## config.mk

```make
export PLATFORM = sky130hd
export DESIGN_NAME = complete_binary_tree_check_unit
export DESIGN_NICKNAME = d
export VERILOG_FILES = /design/src/rtl/core/cbt_pkg.sv /design/src/rtl/core/cbt_seq.sv /design/src/rtl/core/complete_binary_tree_check_unit.sv
export SDC_FILE = /design/constraint.sdc
export NUM_CORES = 2
export LEC_CHECK = 0
export BUFFER_PORTS_ARGS = -buffer_cell sky130_fd_sc_hd__buf_2
export CORE_MARGIN = 3
export CORE_UTILIZATION = 57
export CTS_CLUSTER_SIZE = 25
export DETAILED_ROUTE_END_ITERATION = 10
export PLACE_DENSITY = 0.78
export SLEW_MARGIN = 20
export SYNTH_ARGS = -nofsm -noshare
export SYNTH_HDL_FRONTEND = slang
export SYNTH_SLANG_ARGS = --single-unit
export TNS_END_PERCENT = 5
```

## constraint.sdc

```tcl
create_clock -name clk -period 3.6 [get_ports clk]
set_input_delay 0.54 -clock clk [delete_from_list [all_inputs] [get_ports clk]]
set_output_delay 0.54 -clock clk [all_outputs]
set_load 0.02 [all_outputs]
```

## src/rtl/core/cbt_pkg.sv

```systemverilog
// ----------------------------------------------------------------------------
// Complete binary tree check - shared definitions
// Field widths, the absent-child code, sequencer states and the result beat.
// ----------------------------------------------------------------------------
package cbt_pkg;

    localparam int MAX_NODES_DEF = 64;
    localparam int CHILD_W       = 7;
    localparam int COUNT_W       = 7;
    localparam int ID_W          = 6;

    localparam logic [CHILD_W-1:0] NO_CHILD = {CHILD_W{1'b1}};

    typedef enum logic [3:0] {
        S_LOAD,
        S_MK_RD,
        S_MK_L,
        S_MK_R,
        S_RS_RD,
        S_RS_CHK,
        S_WK_POP,
        S_WK_FETCH,
        S_WK_EVAL,
        S_WK_PUSHR,
        S_DONE
    } seq_state_t;

    typedef struct packed {
        logic            is_complete;
        logic [ID_W-1:0] node_id;
        logic            malformed;
    } result_t;

endpackage

```

## src/rtl/core/cbt_seq.sv

```systemverilog
// ----------------------------------------------------------------------------
// Complete binary tree check - sequencer
// Loads the child table, marks children, searches the root and walks the
// tree in level order through a queue held in the work memory.
// ----------------------------------------------------------------------------
module cbt_seq #(
    parameter int MAX_NODES = cbt_pkg::MAX_NODES_DEF
) (
    input  logic                                 clk,
    input  logic                                 rst_n,
    input  logic                                 in_valid,
    output logic                                 in_ready,
    input  logic signed [cbt_pkg::CHILD_W-1:0]   left_child,
    input  logic signed [cbt_pkg::CHILD_W-1:0]   right_child,
    input  logic [$clog2(MAX_NODES+1)-1:0]       cnt,
    input  logic                                 out_free,
    output logic                                 res_valid,
    output cbt_pkg::result_t                     res
);

    localparam int CW = $clog2(MAX_NODES + 1);
    localparam int IW = $clog2(MAX_NODES);
    localparam int TW = 2 * cbt_pkg::CHILD_W;
    localparam logic [IW-1:0] LAST_SLOT = IW'(MAX_NODES - 1);
    localparam logic [CW-1:0] FULL_OCC  = CW'(MAX_NODES);

    // child table: {left, right}; work memory: parent mark, later the queue
    logic [TW-1:0] child_mem [MAX_NODES];
    logic [IW-1:0] work_mem  [MAX_NODES];

    logic                        child_we;
    logic [IW-1:0]               child_waddr;
    logic                        child_re;
    logic [IW-1:0]               child_raddr;
    logic [TW-1:0]               child_q_reg;
    logic                        work_we;
    logic [IW-1:0]               work_waddr;
    logic [IW-1:0]               work_wdata;
    logic                        work_re;
    logic [IW-1:0]               work_raddr;
    logic [IW-1:0]               work_q_reg;

    cbt_pkg::seq_state_t state_reg, state_next;
    logic [CW-1:0] load_reg, load_next;
    logic [CW-1:0] idx_reg, idx_next;
    logic          bad_reg, bad_next;
    logic [IW-1:0] root_reg, root_next;
    logic [IW-1:0] head_reg, head_next;
    logic [IW-1:0] tail_reg, tail_next;
    logic [CW-1:0] occ_reg, occ_next;
    logic [CW-1:0] deq_reg, deq_next;
    logic          leaf_reg, leaf_next;
    logic [IW-1:0] now_reg, now_next;
    logic          complete_reg, complete_next;
    logic [IW-1:0] node_reg, node_next;

    logic [cbt_pkg::CHILD_W-1:0] child_l;
    logic [cbt_pkg::CHILD_W-1:0] child_r;
    logic          l_present, r_present;
    logic          l_in, r_in;
    logic [CW-1:0] load_inc, idx_inc;
    logic          load_last, idx_last;
    logic          walk_fail;
    logic          walk_state;

    assign child_l   = child_q_reg[TW-1:cbt_pkg::CHILD_W];
    assign child_r   = child_q_reg[cbt_pkg::CHILD_W-1:0];
    assign l_present = (child_l != cbt_pkg::NO_CHILD);
    assign r_present = (child_r != cbt_pkg::NO_CHILD);
    assign l_in      = (32'(child_l) < 32'(cnt));
    assign r_in      = (32'(child_r) < 32'(cnt));
    assign load_inc  = load_reg + 1'b1;
    assign idx_inc   = idx_reg + 1'b1;
    assign load_last = (load_inc >= cnt);
    assign idx_last  = (idx_inc >= cnt);
    assign walk_fail = (leaf_reg && (l_present || r_present)) || (!l_present && r_present);
    assign walk_state = (state_reg == cbt_pkg::S_WK_POP) || (state_reg == cbt_pkg::S_WK_FETCH)
                     || (state_reg == cbt_pkg::S_WK_EVAL) || (state_reg == cbt_pkg::S_WK_PUSHR);

    assign child_waddr = load_reg[IW-1:0];

    // memories: one write port, one registered read port each
    always_ff @(posedge clk)
    begin
        if (child_we)
        begin
            child_mem[child_waddr] <= {left_child, right_child};
        end
        if (child_re)
        begin
            child_q_reg <= child_mem[child_raddr];
        end
    end

    always_ff @(posedge clk)
    begin
        if (work_we)
        begin
            work_mem[work_waddr] <= work_wdata;
        end
        if (work_re)
        begin
            work_q_reg <= work_mem[work_raddr];
        end
    end

    // next state
    always_comb
    begin
        state_next = state_reg;
        unique case (state_reg)
            cbt_pkg::S_LOAD:
            begin
                if (in_valid && load_last)
                begin
                    state_next = cbt_pkg::S_MK_RD;
                end
            end
            cbt_pkg::S_MK_RD:  state_next = cbt_pkg::S_MK_L;
            cbt_pkg::S_MK_L:   state_next = cbt_pkg::S_MK_R;
            cbt_pkg::S_MK_R:
            begin
                if (!idx_last)
                begin
                    state_next = cbt_pkg::S_MK_L;
                end
                else if (bad_reg || (r_present && !r_in))
                begin
                    state_next = cbt_pkg::S_DONE;
                end
                else
                begin
                    state_next = cbt_pkg::S_RS_RD;
                end
            end
            cbt_pkg::S_RS_RD:  state_next = cbt_pkg::S_RS_CHK;
            cbt_pkg::S_RS_CHK:
            begin
                if (work_q_reg == '0)
                begin
                    state_next = cbt_pkg::S_WK_POP;
                end
                else if (idx_last)
                begin
                    state_next = cbt_pkg::S_DONE;
                end
                else
                begin
                    state_next = cbt_pkg::S_RS_RD;
                end
            end
            cbt_pkg::S_WK_POP:
            begin
                state_next = (occ_reg == '0) ? cbt_pkg::S_DONE : cbt_pkg::S_WK_FETCH;
            end
            cbt_pkg::S_WK_FETCH: state_next = cbt_pkg::S_WK_EVAL;
            cbt_pkg::S_WK_EVAL:
            begin
                if (walk_fail || (deq_reg == cnt))
                begin
                    state_next = cbt_pkg::S_DONE;
                end
                else if (r_present)
                begin
                    state_next = cbt_pkg::S_WK_PUSHR;
                end
                else
                begin
                    state_next = cbt_pkg::S_WK_POP;
                end
            end
            cbt_pkg::S_WK_PUSHR: state_next = cbt_pkg::S_WK_POP;
            cbt_pkg::S_DONE:
            begin
                if (out_free)
                begin
                    state_next = cbt_pkg::S_LOAD;
                end
            end
            default: state_next = cbt_pkg::S_LOAD;
        endcase
    end

    // datapath and memory control
    always_comb
    begin
        in_ready      = 1'b0;
        res_valid     = 1'b0;
        child_we      = 1'b0;
        child_re      = 1'b0;
        child_raddr   = '0;
        work_we       = 1'b0;
        work_waddr    = '0;
        work_wdata    = '0;
        work_re       = 1'b0;
        work_raddr    = '0;
        load_next     = load_reg;
        idx_next      = idx_reg;
        bad_next      = bad_reg;
        root_next     = root_reg;
        head_next     = head_reg;
        tail_next     = tail_reg;
        occ_next      = occ_reg;
        deq_next      = deq_reg;
        leaf_next     = leaf_reg;
        now_next      = now_reg;
        complete_next = complete_reg;
        node_next     = node_reg;
        unique case (state_reg)
            cbt_pkg::S_LOAD:
            begin
                in_ready = 1'b1;
                if (in_valid)
                begin
                    // store the node and drop its parent mark from the last tree
                    child_we   = 1'b1;
                    work_we    = 1'b1;
                    work_waddr = load_reg[IW-1:0];
                    if (load_last)
                    begin
                        load_next = '0;
                        idx_next  = '0;
                        bad_next  = 1'b0;
                    end
                    else
                    begin
                        load_next = load_inc;
                    end
                end
            end
            cbt_pkg::S_MK_RD:
            begin
                child_re    = 1'b1;
                child_raddr = idx_reg[IW-1:0];
            end
            cbt_pkg::S_MK_L:
            begin
                if (l_present)
                begin
                    if (l_in)
                    begin
                        work_we    = 1'b1;
                        work_waddr = IW'(child_l);
                        work_wdata = IW'(1);
                    end
                    else
                    begin
                        bad_next = 1'b1;
                    end
                end
            end
            cbt_pkg::S_MK_R:
            begin
                if (r_present)
                begin
                    if (r_in)
                    begin
                        work_we    = 1'b1;
                        work_waddr = IW'(child_r);
                        work_wdata = IW'(1);
                    end
                    else
                    begin
                        bad_next = 1'b1;
                    end
                end
                if (idx_last)
                begin
                    idx_next = '0;
                end
                else
                begin
                    idx_next    = idx_inc;
                    child_re    = 1'b1;
                    child_raddr = idx_inc[IW-1:0];
                end
            end
            cbt_pkg::S_RS_RD:
            begin
                work_re    = 1'b1;
                work_raddr = idx_reg[IW-1:0];
            end
            cbt_pkg::S_RS_CHK:
            begin
                if (work_q_reg == '0)
                begin
                    // root found: seed the queue with it
                    root_next     = idx_reg[IW-1:0];
                    work_we       = 1'b1;
                    work_waddr    = '0;
                    work_wdata    = idx_reg[IW-1:0];
                    head_next     = '0;
                    tail_next     = IW'(1);
                    occ_next      = CW'(1);
                    deq_next      = '0;
                    leaf_next     = 1'b0;
                    complete_next = 1'b0;
                end
                else if (idx_last)
                begin
                    bad_next = 1'b1;
                end
                else
                begin
                    idx_next = idx_inc;
                end
            end
            cbt_pkg::S_WK_POP:
            begin
                if (occ_reg != '0)
                begin
                    work_re    = 1'b1;
                    work_raddr = head_reg;
                    head_next  = (head_reg == LAST_SLOT) ? '0 : head_reg + 1'b1;
                    occ_next   = occ_reg - 1'b1;
                    deq_next   = deq_reg + 1'b1;
                end
            end
            cbt_pkg::S_WK_FETCH:
            begin
                now_next    = work_q_reg;
                child_re    = 1'b1;
                child_raddr = work_q_reg;
            end
            cbt_pkg::S_WK_EVAL:
            begin
                if (!r_present)
                begin
                    leaf_next = 1'b1;
                end
                if (!walk_fail)
                begin
                    if (deq_reg == cnt)
                    begin
                        complete_next = 1'b1;
                        node_next     = now_reg;
                    end
                    else if (l_present && (occ_reg < FULL_OCC))
                    begin
                        work_we    = 1'b1;
                        work_waddr = tail_reg;
                        work_wdata = IW'(child_l);
                        tail_next  = (tail_reg == LAST_SLOT) ? '0 : tail_reg + 1'b1;
                        occ_next   = occ_reg + 1'b1;
                    end
                end
            end
            cbt_pkg::S_WK_PUSHR:
            begin
                if (occ_reg < FULL_OCC)
                begin
                    work_we    = 1'b1;
                    work_waddr = tail_reg;
                    work_wdata = IW'(child_r);
                    tail_next  = (tail_reg == LAST_SLOT) ? '0 : tail_reg + 1'b1;
                    occ_next   = occ_reg + 1'b1;
                end
            end
            cbt_pkg::S_DONE:
            begin
                res_valid = out_free;
            end
            default:
            begin
                in_ready = 1'b0;
            end
        endcase
    end

    assign res.malformed   = bad_reg;
    assign res.is_complete = complete_reg && !bad_reg;
    assign res.node_id     = bad_reg      ? '0 :
                             complete_reg ? cbt_pkg::ID_W'(node_reg) :
                                            cbt_pkg::ID_W'(root_reg);

    always_ff @(posedge clk or negedge rst_n)
    begin
        if (!rst_n)
        begin
            state_reg    <= cbt_pkg::S_LOAD;
            load_reg     <= '0;
            idx_reg      <= '0;
            bad_reg      <= 1'b0;
            root_reg     <= '0;
            head_reg     <= '0;
            tail_reg     <= '0;
            occ_reg      <= '0;
            deq_reg      <= '0;
            leaf_reg     <= 1'b0;
            complete_reg <= 1'b0;
        end
        else
        begin
            state_reg    <= state_next;
            load_reg     <= load_next;
            idx_reg      <= idx_next;
            bad_reg      <= bad_next;
            root_reg     <= root_next;
            head_reg     <= head_next;
            tail_reg     <= tail_next;
            occ_reg      <= occ_next;
            deq_reg      <= deq_next;
            leaf_reg     <= leaf_next;
            complete_reg <= complete_next;
        end
    end

    always_ff @(posedge clk)
    begin
        now_reg  <= now_next;
        node_reg <= node_next;
    end

    a_occ_bound: assert property (@(posedge clk) disable iff (!rst_n)
        occ_reg <= FULL_OCC)
        else $error("queue occupancy above depth");

    a_queue_empty: assert property (@(posedge clk) disable iff (!rst_n)
        (walk_state && occ_reg == '0) |-> (head_reg == tail_reg))
        else $error("empty queue with head and tail apart");

    a_deq_bound: assert property (@(posedge clk) disable iff (!rst_n)
        walk_state |-> (deq_reg <= cnt))
        else $error("walk visited more nodes than the tree holds");

    a_complete_count: assert property (@(posedge clk) disable iff (!rst_n)
        (state_reg == cbt_pkg::S_DONE && complete_reg && !bad_reg) |-> (deq_reg == cnt))
        else $error("complete result without a full walk");

    a_result_reload: assert property (@(posedge clk) disable iff (!rst_n)
        res_valid |=> (state_reg == cbt_pkg::S_LOAD && load_reg == '0))
        else $error("sequencer did not return to loading after a result");

    a_cnt_range: assert property (@(posedge clk) disable iff (!rst_n)
        (cnt != '0) && (cnt <= FULL_OCC))
        else $error("node count outside 1..MAX_NODES");

endmodule

```

## src/rtl/core/complete_binary_tree_check_unit.sv

```systemverilog
// Input: one beat per cycle while a tree loads and in_valid is high; after the
// last node of a tree the sequencer marks children, searches the root and
// walks the tree in level order, all bound by the single read port of each
// memory, then holds the result beat until the output register is free.
// Throughput: one tree at a time; the next tree loads after the result beat.
// Reset: node_count returns to 1, loading restarts at node 0, no result pending.
// ----------------------------------------------------------------------------
// Complete binary tree check - top level
// Holds the node count register and the result output register around the
// tree sequencer.
// ----------------------------------------------------------------------------
module complete_binary_tree_check_unit #(
    parameter int MAX_NODES = cbt_pkg::MAX_NODES_DEF
) (
    input  logic                                clk,
    input  logic                                rst_n,
    input  logic                                cfg_valid,
    output logic                                cfg_ready,
    input  logic [cbt_pkg::COUNT_W-1:0]         cfg_data,
    input  logic                                in_valid,
    output logic                                in_ready,
    input  logic signed [cbt_pkg::CHILD_W-1:0]  left_child,
    input  logic signed [cbt_pkg::CHILD_W-1:0]  right_child,
    output logic                                out_valid,
    input  logic                                out_ready,
    output logic                                is_complete,
    output logic [cbt_pkg::ID_W-1:0]            node_id,
    output logic                                malformed
);

    localparam int CW = $clog2(MAX_NODES + 1);

    logic [cbt_pkg::COUNT_W-1:0] node_count_reg, node_count_next;
    logic [CW-1:0]               cnt;
    logic                        out_valid_reg, out_valid_next;
    cbt_pkg::result_t            res_reg, res_next;
    cbt_pkg::result_t            seq_res;
    logic                        seq_res_valid;
    logic                        out_free;

    assign cfg_ready = 1'b1;

    always_comb
    begin
        node_count_next = node_count_reg;
        if (cfg_valid)
        begin
            node_count_next = cfg_data;
        end
    end

    // clamp the count to 1..MAX_NODES
    always_comb
    begin
        priority if (node_count_reg == '0)
        begin
            cnt = CW'(1);
        end
        else if (32'(node_count_reg) > MAX_NODES)
        begin
            cnt = CW'(MAX_NODES);
        end
        else
        begin
            cnt = CW'(node_count_reg);
        end
    end

    assign out_free = !out_valid_reg || out_ready;

    always_comb
    begin
        out_valid_next = out_valid_reg;
        res_next       = res_reg;
        if (seq_res_valid)
        begin
            out_valid_next = 1'b1;
            res_next       = seq_res;
        end
        else if (out_ready)
        begin
            out_valid_next = 1'b0;
        end
    end

    always_ff @(posedge clk or negedge rst_n)
    begin
        if (!rst_n)
        begin
            node_count_reg <= cbt_pkg::COUNT_W'(1);
            out_valid_reg  <= 1'b0;
        end
        else
        begin
            node_count_reg <= node_count_next;
            out_valid_reg  <= out_valid_next;
        end
    end

    always_ff @(posedge clk)
    begin
        res_reg <= res_next;
    end

    cbt_seq #(
        .MAX_NODES (MAX_NODES)
    ) u_seq (
        .clk         (clk),
        .rst_n       (rst_n),
        .in_valid    (in_valid),
        .in_ready    (in_ready),
        .left_child  (left_child),
        .right_child (right_child),
        .cnt         (cnt),
        .out_free    (out_free),
        .res_valid   (seq_res_valid),
        .res         (seq_res)
    );

    assign out_valid   = out_valid_reg;
    assign is_complete = res_reg.is_complete;
    assign node_id     = res_reg.node_id;
    assign malformed   = res_reg.malformed;

endmodule
```

==> qor.yml <==
power:
  ir_worst_vdd_uv: 648
  p_per_area_mw_per_mm2: 709
  leakage_nw: 25.1
synth:
  synth_nets: 3661
  syn_avg_cell_area_um2: 15.6
  synth_top_family_by_area: "multiplexers"
  syn_inst: 3601
  synth-seq-cells: 1381
  synth_warnings: 0
  yosys.area_share.simple: 0.0665
  synth_mux_area_frac: 0.0896
  synth_fa_ha_area_frac: 0.00788
  synth-edff-count: 1320
  synth_top_area_cell: "edfxtp_1"
  synthTopCellsByArea: "edfxtp_1 (71%), mux2i_1 (8.3%), dfrtp_1 (2.7%), o22ai_1 (2.4%), nor2_1 (1.7%)"
  synthArstFlopShare: 0.0442
  ys_seq_area_frac: 0.733
  synth_top_area_frac: 0.705
  synth_ff_type: "edfxtp_1"
  synth_cell_type_count: 93
  syn_area_mm2: 0.0562
  synthXorXnorAreaFrac: 0.00336
  synth_compound_area_frac: 0.0811
layout:
  largest_reg_flops: 896
  regArea_mm2: 0.0412
  multi_input_area_mm2: 0.0152
  nFillCells: 5892
  layout-drive-gt1-share: 0.242
  antenna_cells: 0
  stdcell_count: 5540
  utilization: 0.703
  area_growth_pct: 21.6
  fin_nets: 4214
detailed_routing:
  via_per_inst: 6.56
  route.detailed.drc: 0
  route.met3.wl_um: 15600
  drt-met1-wl_um: 56300
  dr_wl_met2_um: 75100
  first_pass_iters: 5
  highest_layer: "met5"
  wirelength_um: 155000
  vias: 36351
  ant_nets: 0
  wl_per_cell_um: 28.0
  drt-initial-drc-count: 4762
clock_tree:
  cts_buffers: 138
  cts_tree: "yes"
  insertion_delay_ns: 0.77
  htreeDepth: 4
  clock-root-buffer: "clkbuf_16"
  clkTransAtPathRegs_ns: 0.06
  clock-sinks: 1381
  cts_buffer_depth: 3
outcome:
  outcome: "finished, violations left"
  violations: "setup timing"
global_routing:
  grt_overflow_total: 0
  grt_antenna_before_repair: 1
  grt_usage: 0.296
  grt_first_pass_wirelength_um: 226000
  grt_pass1_vias: 36111
  grt_max_degree: 65
worst_setup_path:
  worst_setup_path_start_kind: "register"
  startpoint: "node_count_reg[1]"
  reg2reg_slack_ns: -0.90
  reg2reg_depth: 18
  r2r-end: "u_seq.child_q_reg[7]"
  path_max_fanout: 7
  worstPathArrival_ns: 4.98
  reg2reg_from: "node_count_reg[1]"
  setup.worst_path.class: "register to register"
  required_ns: 4.08
  cp-end-kind: "register"
timing:
  rsz0062_at_grt: "true"
  slew_violations: 0
  worst_slack_ns: -0.897
  tightest_slew_ns: 1.16
  maxSlewHeadroom: 0.225
  fin_crit_sh: 1.25
  hold_viol: 0
  finalSetupTns_ns: -37.92
  clock_skew_ns: 0.0398
  report.final.setup_viol: 366
  max_freq_mhz: 222
  finalCriticalPeriod_ns: 4.50
floorplanning:
  die-area_mm2: 0.102
  start_util: 0.578
  chipWidth_um: 320
  core_region_area_mm2: 0.0973
  die_h_um: 320
  io_pins: 37
  rows: 114
min_path:
  min_from: "cfg_data[5]"
  hold-path-cell-count: 2
  hold_path_class: "primary input to register"
  whs_endpoint: "node_count_reg[5]"
placement:
  dp_cells: 5239
  dp_hpwl_um: 94600
  port_buffers: 35
  gp_congestion: 0.914
run:
  max-cap-violations: 0
-- cell usage in the layout, fill, tap and decap left out, drive strengths merged, types with 35 or more instances in the layout --
cell,synthesis,layout
edfxtp,1320,1320
buf,97,625
mux2i,468,468
nor2,251,251
o22ai,217,217
nand2,201,201
clkbuf,123,174
nor3,101,101
nand3,92,92
clkinv,1,69
dfrtp,60,60
o21ai,53,53
o41ai,53,53
inv,30,35
-- through the flow --
| step | area (µm²) | total power, mW | hold WS [ns] | setup WS [ns] |
|---|---|---|---|---|
| 2_1_floorplan | 56600 | 27.5 | 0.244 | -0.201 |
| 3_3_place_gp | 62100 | 32.1 | 0.402 | -1.54 |
| 3_5_place_dp | 62200 | 32.4 | 0.405 | -1.31 |
| 4_1_cts | 67700 | 47.4 | 0.000865 | -0.840 |
| 5_1_grt | 68300 | 50.0 | 0.0214 | -1.03 |
| 6_report | 68300 | 48.5 | 0.0373 | -0.897 |
-- synth_stat cells, drive strengths merged (19+ instances only) --
library cell and instances:
a31oi 26, ha 33, a21oi 34, nor2b 26, o22ai 217, clkbuf 123
mux2i 468, buf 97, o21ai 53, edfxtp 1320, nor3 101, nand3 92
a211oi 23, nand4 20, nor2 251, o41ai 53, nand2b 19, nand2 201
or3 24, inv 30, o211ai 22, dfrtp 60
-- metal layers --
metal  vias up  GRT usage
met1     18176      0.384
met2      2331      0.485
met4         2      0.143
met5         -          0
met3       421     0.0570
li1      15421          -
-- cell families (layout without fill, tap and decap cells) --
| kind of cell | after synthesis | after routing |
|---|---|---|
| flip-flops | 1381 | 1381 |
| XOR/XNOR | 20 | 20 |
| AO/OA/AOI/OAI | 623 | 623 |
| multiplexers | 487 | 487 |
| other | 1 | 1 |
| adder cells (fa/ha/maj) | 35 | 35 |
| buffers and inverters | 251 | 914 |
| AND/OR/NAND/NOR | 803 | 803 |
-- how the worst max path moves through the flow --
stage | endpoint | slack, ns
3_3_place_gp | u_seq.child_q_reg[3] | -1.54
4_1_cts | u_seq.child_q_reg[11] | -0.84
3_5_place_dp | u_seq.child_q_reg[0] | -1.31
6_report | u_seq.child_q_reg[7] | -0.90
5_1_grt | u_seq.child_q_reg[13] | -1.03
2_1_floorplan | u_seq.child_q_reg[0] | -0.20
-- final cells by class --
cell class                 instances  share of cell area
clock inverter                    78             0.00981
inverter                          31             0.00170
clock buffer                     172              0.0533
multi-input combinational       1969               0.222
tap                             1276              0.0234
timing repair buffer             633              0.0874
sequential                      1381               0.602
-- critical path, stage by stage (launching register included) --
cell	delay, ns
dfrtp_1	0.38
or4_4	0.54
o21ba_4	0.22
nor2_4	0.11
ha_4	0.14
nor2b_2	0.04
o21ai_2	0.13
buf_4	0.14
a31oi_4	0.08
buf_6	0.14
a2111oi_4	0.36
or2_4	0.29
buf_12	0.18
buf_12	0.13
buf_6	0.14
mux2i_2	0.29
o22ai_4	0.12
o41ai_4	0.58
nand4_1	0.17
-- report_power, final --
group	total [mW]	switching, mW	internal [mW]
logic	15.4	8.27	7.18
clock network	13.7	6.23	7.51
registers	19.3	0.541	18.7
-- timing repair --
action | in CTS | in global routing
buffers inserted | 34 | 19
cloned | 5 | 2
hold buffers | 4 | 0
hold endpoints to repair | 27 | 0
pin swaps | 46 | 34
endpoints found under the setup margin | 411 | 425
resized for setup | 143 | 118
(Power assumes the default switching activity.)
